File: config.mk
export PLATFORM = sky130hd
export DESIGN_NAME = priority_message_queue_core
export DESIGN_NICKNAME = d
export VERILOG_FILES = /design/src/rtl/pmq_pkg.sv /design/src/rtl/pmq_scan_track.sv /design/src/rtl/priority_message_queue_core.sv
export SDC_FILE = /design/constraint.sdc
export NUM_CORES = 1
export LEC_CHECK = 0
export BUFFER_PORTS_ARGS = -buffer_cell sky130_fd_sc_hd__buf_4
export CORE_MARGIN = 5
export CORE_UTILIZATION = 30
export DETAILED_ROUTE_END_ITERATION = 16
export HOLD_SLACK_MARGIN = 0.1
export PLACE_DENSITY = 0.46
export SYNTH_ARGS = -nofsm -noshare
export SYNTH_HDL_FRONTEND = slang
export SYNTH_SLANG_ARGS = --single-unit
File: constraint.sdc
create_clock -name aclk -period 9.2 [get_ports aclk]
set_clock_uncertainty 0.15 [all_clocks]
set_input_delay 0 -clock aclk [delete_from_list [all_inputs] [get_ports aclk]]
set_output_delay 0 -clock aclk [all_outputs]
set_load 0.01 [all_outputs]
File: src/rtl/pmq_pkg.sv
// Shared types, widths and helpers for the priority message queue.
// Used by pmq_scan_track and priority_message_queue_core; no dependencies.
`default_nettype none

package pmq_pkg;

    // Fixed field widths of the channel beats.
    localparam int PRIO_W    = 4;
    localparam int PAYLOAD_W = 64;
    localparam int TOP_W     = 5;
    localparam int FILL_W    = 5;

    // One bit per priority value that a 4-bit request can carry.
    localparam int MASK_W = 1 << PRIO_W;

    // Default configuration of the queue.
    localparam int DEF_QUEUE_DEPTH     = 16;
    localparam int DEF_PRIORITY_LEVELS = 16;
    localparam int DEF_PAYLOAD_BITS    = 64;

    // Operation codes.
    localparam logic OP_PUSH = 1'b0;
    localparam logic OP_POP  = 1'b1;

    typedef logic [MASK_W-1:0] prio_mask_t;

    typedef struct packed {
        logic                 op;
        logic [PRIO_W-1:0]    priority_req;
        logic [PAYLOAD_W-1:0] payload;
    } in_beat_t;

    typedef struct packed {
        logic                 ok;
        logic [PRIO_W-1:0]    out_priority;
        logic [PAYLOAD_W-1:0] out_payload;
        logic [TOP_W-1:0]     top_priority;
        logic [FILL_W-1:0]    fill_count;
    } out_beat_t;

    // Control from the sequencer to the scan tracker.
    typedef struct packed {
        logic clear;
        logic beat;
    } scan_ctl_t;

    // Index of the lowest set bit of a priority mask (zero for an empty mask).
    function automatic logic [TOP_W-1:0] lowest_set(input prio_mask_t mask);
        logic [TOP_W-1:0] pos;
        pos = '0;
        for (int i = MASK_W - 1; i >= 0; i--) begin
            if (mask[i]) begin
                pos = TOP_W'(i);
            end
        end
        return pos;
    endfunction

endpackage

`default_nettype wire

File: src/rtl/pmq_scan_track.sv
// Running minimum tracker fed by the entries read during a pop scan.
// Depends on pmq_pkg for the mask type and the control struct.
`default_nettype none

module pmq_scan_track
    import pmq_pkg::*;
#(
    parameter int IDX_W        = 4,
    parameter int PAYLOAD_BITS = DEF_PAYLOAD_BITS
) (
    input  wire logic                    aclk,
    input  wire logic                    aresetn,
    input  wire scan_ctl_t               ctl,
    input  wire logic [IDX_W-1:0]        beat_idx,
    input  wire logic [PRIO_W-1:0]       beat_prio,
    input  wire logic [PAYLOAD_BITS-1:0] beat_payload,
    output      logic [IDX_W-1:0]        win_idx,
    output      logic [PRIO_W-1:0]       win_prio,
    output      logic [PAYLOAD_BITS-1:0] win_payload,
    output      prio_mask_t              rest_mask
);

    logic                    have_reg, have_next;
    logic                    dup_reg, dup_next;
    prio_mask_t              all_mask_reg, all_mask_next;
    logic [IDX_W-1:0]        win_idx_reg;
    logic [PRIO_W-1:0]       win_prio_reg;
    logic [PAYLOAD_BITS-1:0] win_pay_reg;
    logic                    take_new;

    // A strictly smaller priority replaces the best; an equal one marks a duplicate,
    // so the oldest entry of the minimum priority wins.
    assign take_new = ctl.beat && (!have_reg || (beat_prio < win_prio_reg));

    always_comb begin
        have_next     = have_reg;
        dup_next      = dup_reg;
        all_mask_next = all_mask_reg;
        if (ctl.clear) begin
            have_next     = 1'b0;
            dup_next      = 1'b0;
            all_mask_next = '0;
        end else if (ctl.beat) begin
            all_mask_next = all_mask_reg | (prio_mask_t'(1) << beat_prio);
            have_next     = 1'b1;
            if (take_new) begin
                dup_next = 1'b0;
            end else if (beat_prio == win_prio_reg) begin
                dup_next = 1'b1;
            end
        end
    end

    // Control flags.
    always_ff @(posedge aclk) begin
        if (!aresetn) begin
            have_reg     <= 1'b0;
            dup_reg      <= 1'b0;
            all_mask_reg <= '0;
        end else begin
            have_reg     <= have_next;
            dup_reg      <= dup_next;
            all_mask_reg <= all_mask_next;
        end
    end

    // Best entry so far.
    always_ff @(posedge aclk) begin
        if (take_new && !ctl.clear) begin
            win_idx_reg  <= beat_idx;
            win_prio_reg <= beat_prio;
            win_pay_reg  <= beat_payload;
        end
    end

    assign win_idx     = win_idx_reg;
    assign win_prio    = win_prio_reg;
    assign win_payload = win_pay_reg;

    // Priorities left once the best entry is removed.
    assign rest_mask = dup_reg ? all_mask_reg
                               : (all_mask_reg & ~(prio_mask_t'(1) << win_prio_reg));

endmodule

`default_nettype wire

File: src/rtl/priority_message_queue_core.sv
// Priority message queue: entries live in one synchronous RAM of QUEUE_DEPTH words.
// A push, an empty pop or a refused push goes straight to the output stage; a pop reads
// every entry once (one read per entry), then takes the winner out at the head, or moves
// the later entries down a slot to close the gap before the result is handed off.
// One item at a time: the next beat is taken once the result enters the output register.
// Reset (aresetn, synchronous, low) empties the queue; RAM contents are not cleared.
`default_nettype none

module priority_message_queue_core
    import pmq_pkg::*;
#(
    parameter int QUEUE_DEPTH     = DEF_QUEUE_DEPTH,
    parameter int PRIORITY_LEVELS = DEF_PRIORITY_LEVELS,
    parameter int PAYLOAD_BITS    = DEF_PAYLOAD_BITS
) (
    input  wire logic      aclk,
    input  wire logic      aresetn,
    input  wire logic      s_valid,
    output      logic      s_ready,
    input  wire in_beat_t  s_data,
    output      logic      m_valid,
    input  wire logic      m_ready,
    output      out_beat_t m_data
);

    localparam int IDX_W   = (QUEUE_DEPTH > 1) ? $clog2(QUEUE_DEPTH) : 1;
    localparam int CNT_W   = $clog2(QUEUE_DEPTH + 1);
    localparam int ENTRY_W = PRIO_W + PAYLOAD_BITS;

    localparam logic [IDX_W-1:0]  LAST_IDX   = IDX_W'(QUEUE_DEPTH - 1);
    localparam logic [CNT_W-1:0]  FULL_CNT   = CNT_W'(QUEUE_DEPTH);
    localparam logic [PRIO_W-1:0] PRIO_MAX   = PRIO_W'(PRIORITY_LEVELS - 1);
    localparam logic [TOP_W-1:0]  TOP_EMPTY  = TOP_W'(PRIORITY_LEVELS);

    // Sequencer states.
    localparam logic [1:0] ST_IDLE  = 2'd0;
    localparam logic [1:0] ST_SCAN  = 2'd1;
    localparam logic [1:0] ST_SHIFT = 2'd2;
    localparam logic [1:0] ST_FIN   = 2'd3;

    function automatic logic [IDX_W-1:0] idx_inc(input logic [IDX_W-1:0] i);
        return (i == LAST_IDX) ? '0 : IDX_W'(i + 1'b1);
    endfunction

    function automatic logic [IDX_W-1:0] idx_dec(input logic [IDX_W-1:0] i);
        return (i == '0) ? LAST_IDX : IDX_W'(i - 1'b1);
    endfunction

    // Control state.
    logic [1:0]       state_reg, state_next;
    logic [IDX_W-1:0] head_reg, head_next;
    logic [IDX_W-1:0] tail_reg, tail_next;
    logic [CNT_W-1:0] count_reg, count_next;
    prio_mask_t       mask_reg, mask_next;
    logic [IDX_W-1:0] ptr_reg, ptr_next;
    logic [CNT_W-1:0] left_reg, left_next;
    logic             rd_vld_reg, rd_vld_next;
    logic             m_valid_reg, m_valid_next;

    // Data registers.
    logic [IDX_W-1:0]        tag_reg, tag_next;
    logic                    res_ok_reg, res_ok_next;
    logic [PRIO_W-1:0]       res_prio_reg, res_prio_next;
    logic [PAYLOAD_BITS-1:0] res_pay_reg, res_pay_next;
    out_beat_t               m_data_reg, m_data_next;

    // Queue RAM.
    logic [ENTRY_W-1:0] mem [QUEUE_DEPTH];
    logic [ENTRY_W-1:0] mem_rdata_reg;
    logic               mem_we, mem_re;
    logic [IDX_W-1:0]   mem_waddr, mem_raddr;
    logic [ENTRY_W-1:0] mem_wdata;

    // Scan tracker connection.
    scan_ctl_t               scan_ctl;
    logic [IDX_W-1:0]        win_idx;
    logic [PRIO_W-1:0]       win_prio;
    logic [PAYLOAD_BITS-1:0] win_payload;
    prio_mask_t              rest_mask;

    logic [PRIO_W-1:0] push_prio;
    logic [IDX_W-1:0]  shift_nx;
    logic              out_free;

    // Requests past the last level saturate to the least urgent level.
    assign push_prio = (32'(s_data.priority_req) >= PRIORITY_LEVELS) ? PRIO_MAX
                                                                      : s_data.priority_req;
    assign shift_nx  = idx_inc(ptr_reg);
    assign out_free  = !m_valid_reg || m_ready;
    assign s_ready   = (state_reg == ST_IDLE);

    pmq_scan_track #(
        .IDX_W        (IDX_W),
        .PAYLOAD_BITS (PAYLOAD_BITS)
    ) u_scan (
        .aclk         (aclk),
        .aresetn      (aresetn),
        .ctl          (scan_ctl),
        .beat_idx     (tag_reg),
        .beat_prio    (mem_rdata_reg[PAYLOAD_BITS +: PRIO_W]),
        .beat_payload (mem_rdata_reg[PAYLOAD_BITS-1:0]),
        .win_idx      (win_idx),
        .win_prio     (win_prio),
        .win_payload  (win_payload),
        .rest_mask    (rest_mask)
    );

    // Sequencer: push, scan for the winner, close the gap, hand off the result.
    always_comb begin
        state_next    = state_reg;
        head_next     = head_reg;
        tail_next     = tail_reg;
        count_next    = count_reg;
        mask_next     = mask_reg;
        ptr_next      = ptr_reg;
        left_next     = left_reg;
        rd_vld_next   = 1'b0;
        m_valid_next  = m_valid_reg;
        tag_next      = tag_reg;
        res_ok_next   = res_ok_reg;
        res_prio_next = res_prio_reg;
        res_pay_next  = res_pay_reg;
        m_data_next   = m_data_reg;
        mem_we        = 1'b0;
        mem_waddr     = tail_reg;
        mem_wdata     = {push_prio, s_data.payload[PAYLOAD_BITS-1:0]};
        mem_re        = 1'b0;
        mem_raddr     = ptr_reg;
        scan_ctl      = '0;

        if (m_valid_reg && m_ready) begin
            m_valid_next = 1'b0;
        end

        case (state_reg)
            ST_IDLE: begin
                if (s_valid) begin
                    res_ok_next   = 1'b0;
                    res_prio_next = '0;
                    res_pay_next  = '0;
                    state_next    = ST_FIN;
                    if (s_data.op == OP_PUSH) begin
                        if (count_reg != FULL_CNT) begin
                            mem_we      = 1'b1;
                            tail_next   = idx_inc(tail_reg);
                            count_next  = CNT_W'(count_reg + 1'b1);
                            mask_next   = mask_reg | (prio_mask_t'(1) << push_prio);
                            res_ok_next = 1'b1;
                        end
                    end else if (count_reg != '0) begin
                        ptr_next       = head_reg;
                        left_next      = count_reg;
                        scan_ctl.clear = 1'b1;
                        state_next     = ST_SCAN;
                    end
                end
            end

            ST_SCAN: begin
                // One read per pending entry, oldest first.
                if (left_reg != '0) begin
                    mem_re      = 1'b1;
                    mem_raddr   = ptr_reg;
                    ptr_next    = idx_inc(ptr_reg);
                    left_next   = CNT_W'(left_reg - 1'b1);
                    rd_vld_next = 1'b1;
                    tag_next    = ptr_reg;
                end
                if (rd_vld_reg) begin
                    scan_ctl.beat = 1'b1;
                end
                // All entries seen: take the winner out.
                if (left_reg == '0 && !rd_vld_reg) begin
                    res_ok_next   = 1'b1;
                    res_prio_next = win_prio;
                    res_pay_next  = win_payload;
                    count_next    = CNT_W'(count_reg - 1'b1);
                    mask_next     = rest_mask;
                    if (win_idx == head_reg) begin
                        head_next  = idx_inc(head_reg);
                        state_next = ST_FIN;
                    end else begin
                        ptr_next   = win_idx;
                        state_next = ST_SHIFT;
                    end
                end
            end

            ST_SHIFT: begin
                // Read the next entry while writing the previous one a slot lower;
                // the two addresses never coincide.
                if (shift_nx != tail_reg) begin
                    mem_re      = 1'b1;
                    mem_raddr   = shift_nx;
                    ptr_next    = shift_nx;
                    rd_vld_next = 1'b1;
                    tag_next    = ptr_reg;
                end
                if (rd_vld_reg) begin
                    mem_we    = 1'b1;
                    mem_waddr = tag_reg;
                    mem_wdata = mem_rdata_reg;
                end
                if (shift_nx == tail_reg && !rd_vld_reg) begin
                    tail_next  = idx_dec(tail_reg);
                    state_next = ST_FIN;
                end
            end

            ST_FIN: begin
                if (out_free) begin
                    m_valid_next             = 1'b1;
                    m_data_next.ok           = res_ok_reg;
                    m_data_next.out_priority = res_prio_reg;
                    m_data_next.out_payload  = PAYLOAD_W'(res_pay_reg);
                    m_data_next.top_priority = (mask_reg == '0) ? TOP_EMPTY
                                                                : lowest_set(mask_reg);
                    m_data_next.fill_count   = FILL_W'(count_reg);
                    state_next               = ST_IDLE;
                end
            end

            default: begin
                state_next = ST_IDLE;
            end
        endcase
    end

    // Control registers.
    always_ff @(posedge aclk) begin
        if (!aresetn) begin
            state_reg   <= ST_IDLE;
            head_reg    <= '0;
            tail_reg    <= '0;
            count_reg   <= '0;
            mask_reg    <= '0;
            ptr_reg     <= '0;
            left_reg    <= '0;
            rd_vld_reg  <= 1'b0;
            m_valid_reg <= 1'b0;
        end else begin
            state_reg   <= state_next;
            head_reg    <= head_next;
            tail_reg    <= tail_next;
            count_reg   <= count_next;
            mask_reg    <= mask_next;
            ptr_reg     <= ptr_next;
            left_reg    <= left_next;
            rd_vld_reg  <= rd_vld_next;
            m_valid_reg <= m_valid_next;
        end
    end

    // Data registers.
    always_ff @(posedge aclk) begin
        tag_reg      <= tag_next;
        res_ok_reg   <= res_ok_next;
        res_prio_reg <= res_prio_next;
        res_pay_reg  <= res_pay_next;
        m_data_reg   <= m_data_next;
    end

    // Queue RAM: one write and one registered read per cycle.
    always_ff @(posedge aclk) begin
        if (mem_we) begin
            mem[mem_waddr] <= mem_wdata;
        end
        if (mem_re) begin
            mem_rdata_reg <= mem[mem_raddr];
        end
    end

    assign m_valid = m_valid_reg;
    assign m_data  = m_data_reg;

endmodule

`default_nettype wire
# Word level (Yosys, flattened, before mapping)
# Memories as Yosys holds them, arrays and structs flattened. A register that Yosys moved wholly into a read port is not among the register bits.
# Index checks and enable logic that the tools add are counted.
# Widths: inputs -> output; s select.
# totals
ff_bits,284
ramBits,1088
inputBits,73
n_memories,1
# classes
n_addsub,7
order_cmp,1
n_eq_ne,21
n_shift,3
n_mux,94
n_bitwise,5
reduce_logical,37
# mem_list
memory,depth,word_bits,rd,rd_ports_with_merged_regs,write_ports,line_no,text
mem,16,68,1,1,1,priority_message_queue_core.sv:68,logic [ENTRY_W-1:0] mem [QUEUE_DEPTH];
# ops
op,count
$mux 68,2
$mux 64,2
$pmux 64 s2,1
$mux 5,23
$mux 4,23
$mux 16,5
$shl 1x4->16 const A,3
$or 16x16->16,2
$pmux 16 s2,1
$pmux 4 s2,3
$mux 1,21
$pmux 5 s2,2
$and 16x16->16,1
$logic_not 16->1,1
$not 16->16,1
$reduce_and 5->1,3
$ne 2x2->1 const B,7
$add 4x1->4 const B,3
$eq 4x4->1,3
$eq 4x4->1 const B,3
$mux 2,6
$pmux 4 s3,1
$reduce_bool 5->1,2
$sub 5x1->5 const B,2
other kinds (26),47

# Longest topological paths before layout
# depth
depth_word,16
ltp_mapped,13
depth_no_buf,10

# Modules after synthesis
# Synthesis repeated with hierarchy kept, for this count alone.
# hier_totals
hier_cells,3075
hier_area_um2,55052.8
# by_module_without_submodules
mod,n_inst,cells_each,area_per_inst_um2,seq_area_each_um2
priority_message_queue_core,1,2895,51963.6,40118.5
pmq_scan_track,1,180,3089.2,2522.4

# Worst setup path after synthesis
# OpenSTA, ideal clock, no wires.
# synth_timing
kind,reg2reg
start,register ptr_reg[0]
end,"register mem_rdata_reg[0], read port of mem, enable pin"
setup_ps,600
arrival_ps,6531
path_slack_ps,1919
stages_incl_launch_ff,7
path_buffers,0
synth_period_minus_slack_ps,7281
cell_sequence,dfxtp_1 ha_1 inv_2 a311oi_2 xnor2_1 o21ai_0 a21boi_0
# synth_between
elab_chain_cells,5
# synth_lines
element,line_no,text
"start, declared",priority_message_queue_core.sv:55,"logic [IDX_W-1:0] ptr_reg, ptr_next;"
"start signal, assigned",priority_message_queue_core.sv:247,ptr_reg <= ptr_next;
$add 4x1->4 or $eq 4x4->1 (tied branches),priority_message_queue_core.sv:42,return (i == LAST_IDX) ? '0 : IDX_W'(i + 1'b1);
$mux 4 *,priority_message_queue_core.sv:42,
$ne 4x4->1 *,priority_message_queue_core.sv:192,if (shift_nx != tail_reg) begin
$mux 1 *,priority_message_queue_core.sv:192,
$pmux 1 s2 *,priority_message_queue_core.sv:135,case (state_reg)
net mem_re,priority_message_queue_core.sv:70,"logic mem_we, mem_re;"
"end, declared",priority_message_queue_core.sv:69,logic [ENTRY_W-1:0] mem_rdata_reg;
# Mark *: on every way through the listed nets, which the timed path passes. The rest lies on a longest branch.
# A chain may end at the register's enable or synchronous reset.

# Final worst setup path
# layout_timing
start,register ptr_reg[1]
end,"register mem_rdata_reg[39], read port of mem (data pin)"
# layout_between
elab_chain_cells,5
# layout_lines
element,line_no
$add 4x1->4 or $eq 4x4->1 (tied branches),priority_message_queue_core.sv:42
$mux 4,priority_message_queue_core.sv:42
$ne 4x4->1,priority_message_queue_core.sv:192
$mux 1 or $mux 4 (tied branches),--
$pmux 1 s2 or $mux 4 (tied branches),--
# Several ways; a longest one is shown, not always the timed one.

==> out/metrics.csv <==
metric,value,unit
status,"complete, no violations",
path_delay_family,buffers and inverters,
fin_crit_sh,0.571,
cpMostUsedCell,buf_12,
tightestPinTransition,1.16,ns
place_area,0.0594,mm2
synth_compound_area_frac,0.0522,
reg2reg_to,mem_rdata_reg[39],
wl_per_cell,23.8,um
rrSetupSlack,3.94,ns
start_util,0.301,
grt_antenna_before_repair,8,
rows,157,
crit_arrival,5.61,ns
io_pins,154,
drtIter0Drc,1936,
grt_max_degree,123,
drtAntennaViolNets,0,
root_buffer,clkbuf_16,
fin_crit,5.26,ns
post_cts_buffers,0,
vias,28600,
first_pass_iters,7,
cp-end-kind,register,
muxShareOfSynthArea,0.114,
hold_path_class,in2reg,
synth_top_area_frac,0.752,
clk_latency,0.78,ns
numCtsBuffers,155,
grt.total_usage,0.146,
synth_edf_count,1380,
slew_headroom,0.228,
setup_viol,0,
drive_above_1_share,0.153,
synth_top_family_by_area,multiplexers,
busiest_layer,met2,
ir_drop,0.000409,V
yosys.area_share.adder,0.00422,
stdcell_count,5992,
synthesis.nets,3196,
largest_reg_flops,1088,
worst_hold_path.num_cells,3,
r2r_cells,11,
cts_tree,built,
grtUsageMet2,0.240,
dieWidth,439,um
overflow,0,
grt_first_pass_wirelength,206,mm
setup_tns,0,ns
ys_top_cells_by_count,"1,380 x edfxtp_1, 553 x mux2i_1, 272 x o22ai_1",
synth.area.top_cells,"edfxtp_1 75%, mux2i_1 10%, o22ai_1 3.1%",
io_buffers,153,
ys_async_sr_fraction,0,
dieArea,0.192,mm2
dp.cells,5618,
p_leak,24.5,nW
yosysWarnings,0,
clock-sinks,1440,
drv_cap,0,
cts_resized,0,
drv_slew,0,
synth_top_cell_by_area,edfxtp_1,
netlist_area,0.0551,mm2
use_met3,0.0227,
wl,143,mm
die_h,439,um
core_area,0.183,mm2
grt_pass1_vias,29100,
gp_congestion,0.741,
dp_hpwl,73.1,mm
ys_types,62,
min-delay-start,s_data[50],
post-synth-top-count-cell,edfxtp_1,
synth_area_per_cell,17.8,um2
synth-simple-area-share,0.0366,
r2r_start,ptr_reg[1],
critPathBufInv,3,
clk_path_buf_depth,3,
fin_nets,3496,
synth_xor_area_frac,0.00295,
cpPeakStageDelay,0.63,ns
synthCells,3105,
hold_viol,0,
cp_max_fo,107,
syn2layout_area_growth,18.1,%
yosysSeqAreaShare,0.773,
drc_errors,0,
required,9.55,ns
synth_ff_type,edfxtp_1,
p_per_area,297,mW/mm2
synth_seq_cells,1440,
critical_path_class,reg2reg,
cp-start-kind,register,
clkTransAtPathRegs,0.06,ns
via_per_inst,4.77,
use_met1,0.203,
path_cells,"ha_1, inv_2, a311oi_2, xnor2_1, o21a_2, mux2i_4, buf_12, buf_12, mux2i_1, o22ai_1, or4_1",
critPathSlowestCell,buf_12,
grt_setup_unrepaired,no,
htreeDepth,4,
finalInstanceArea,0.0651,mm2
holdPathEnd,mem[5][50],
fmax,190,MHz
-- worst min-delay path, cell delays in order --
cell	delay, ns
dlygate4sd3_1	0.53
buf_4	0.10
mux2_2	0.30
-- placed cells by master, fill, tap and decap left out, types with 6 or more instances in the layout --
cell	count
or3_1	7
nand2_1	59
clkbuf_1	29
buf_12	7
buf_4	208
bufinv_16	9
dlygate4sd3_1	93
a21boi_0	8
xor2_1	7
nor2_4	17
nor3_1	9
mux2_2	68
inv_6	7
o211a_1	13
dfxtp_1	60
o21ai_0	43
o31ai_1	12
clkinv_2	29
nor4_1	6
o22ai_1	272
nor2b_1	13
a31oi_1	15
or4_1	68
a21oi_1	45
inv_1	27
xnor2_1	9
mux2i_1	552
clkbuf_16	161
nor2_1	63
ha_1	16
nand3_1	12
nor3b_1	7
and2_1	77
edfxtp_1	1380
clkinv_1	36
-- logic make-up after synthesis --
kind of cell               count (synthesis)
and+or+nand+nor                          367
DFF                                     1440
muxes                                    621
buffers and inverters                    193
AOI/OAI and AO/OA                        449
xor gates and xnor gates                  17
adders and majority gates                 18
-- power by group --
| part | switching (mW) | internal [mW] |
|---|---|---|
| combinational | 3.06 | 1.88 |
| clock | 2.52 | 3.45 |
| sequential | 0.303 | 8.14 |
| total | 5.88 | 13.5 |
-- cell type report --
cell class,instances,area [um2]
Tap cell,2464,3080
Clock buffer,191,4150
Antenna cell,2,5.00
Inverter,28,105
Clock inverter,87,671
Timing Repair Buffer,308,2630
Fill cell,17200,118000
Multi-Input combinational cell,1472,11800
Sequential cell,1440,42600
-- timing repair --
action / in CTS / in global routing
hold endpoints to repair: 1181 / 0
hold buffers: 94 / 0
setup endpoints to repair: 0 / 0
-- per-layer routing --
metal	share of wire	wire [um]	vias up
met5	0	0	-
met2	0.48	68700	566
li1	-	-	13000
met1	0.46	65700	14800
met4	0.019	2710	0
met3	0.040	5710	161
-- how the worst max path moves through the flow --
stage | start | to | slack [ns] | depth (start not counted)
3_5_place_dp | ptr_reg[1] | mem_rdata_reg[39] | 4.01 | 11
3_3_place_gp | ptr_reg[1] | mem_rdata_reg[27] | 4.14 | 11
4_1_cts | ptr_reg[1] | mem_rdata_reg[39] | 3.93 | 11
2_1_floorplan | ptr_reg[0] | mem_rdata_reg[0] | 1.92 | 6
6_report | ptr_reg[1] | mem_rdata_reg[39] | 3.94 | 11
5_1_grt | ptr_reg[1] | mem_rdata_reg[39] | 3.71 | 11
-- per-stage QoR --
stage	hold WS [ns]	setup WS [ns]	total power [mW]	utilization
after CTS	0.103	3.93	19.7	0.356
after global routing	0.144	3.71	20.3	0.356
after global placement	0.253	4.14	13.6	0.325
after floorplan	0.0942	1.92	11.9	-
after detailed placement	0.251	4.01	13.6	0.325
final	0.170	3.94	19.3	0.356
Power figures use the tool's default switching activity.
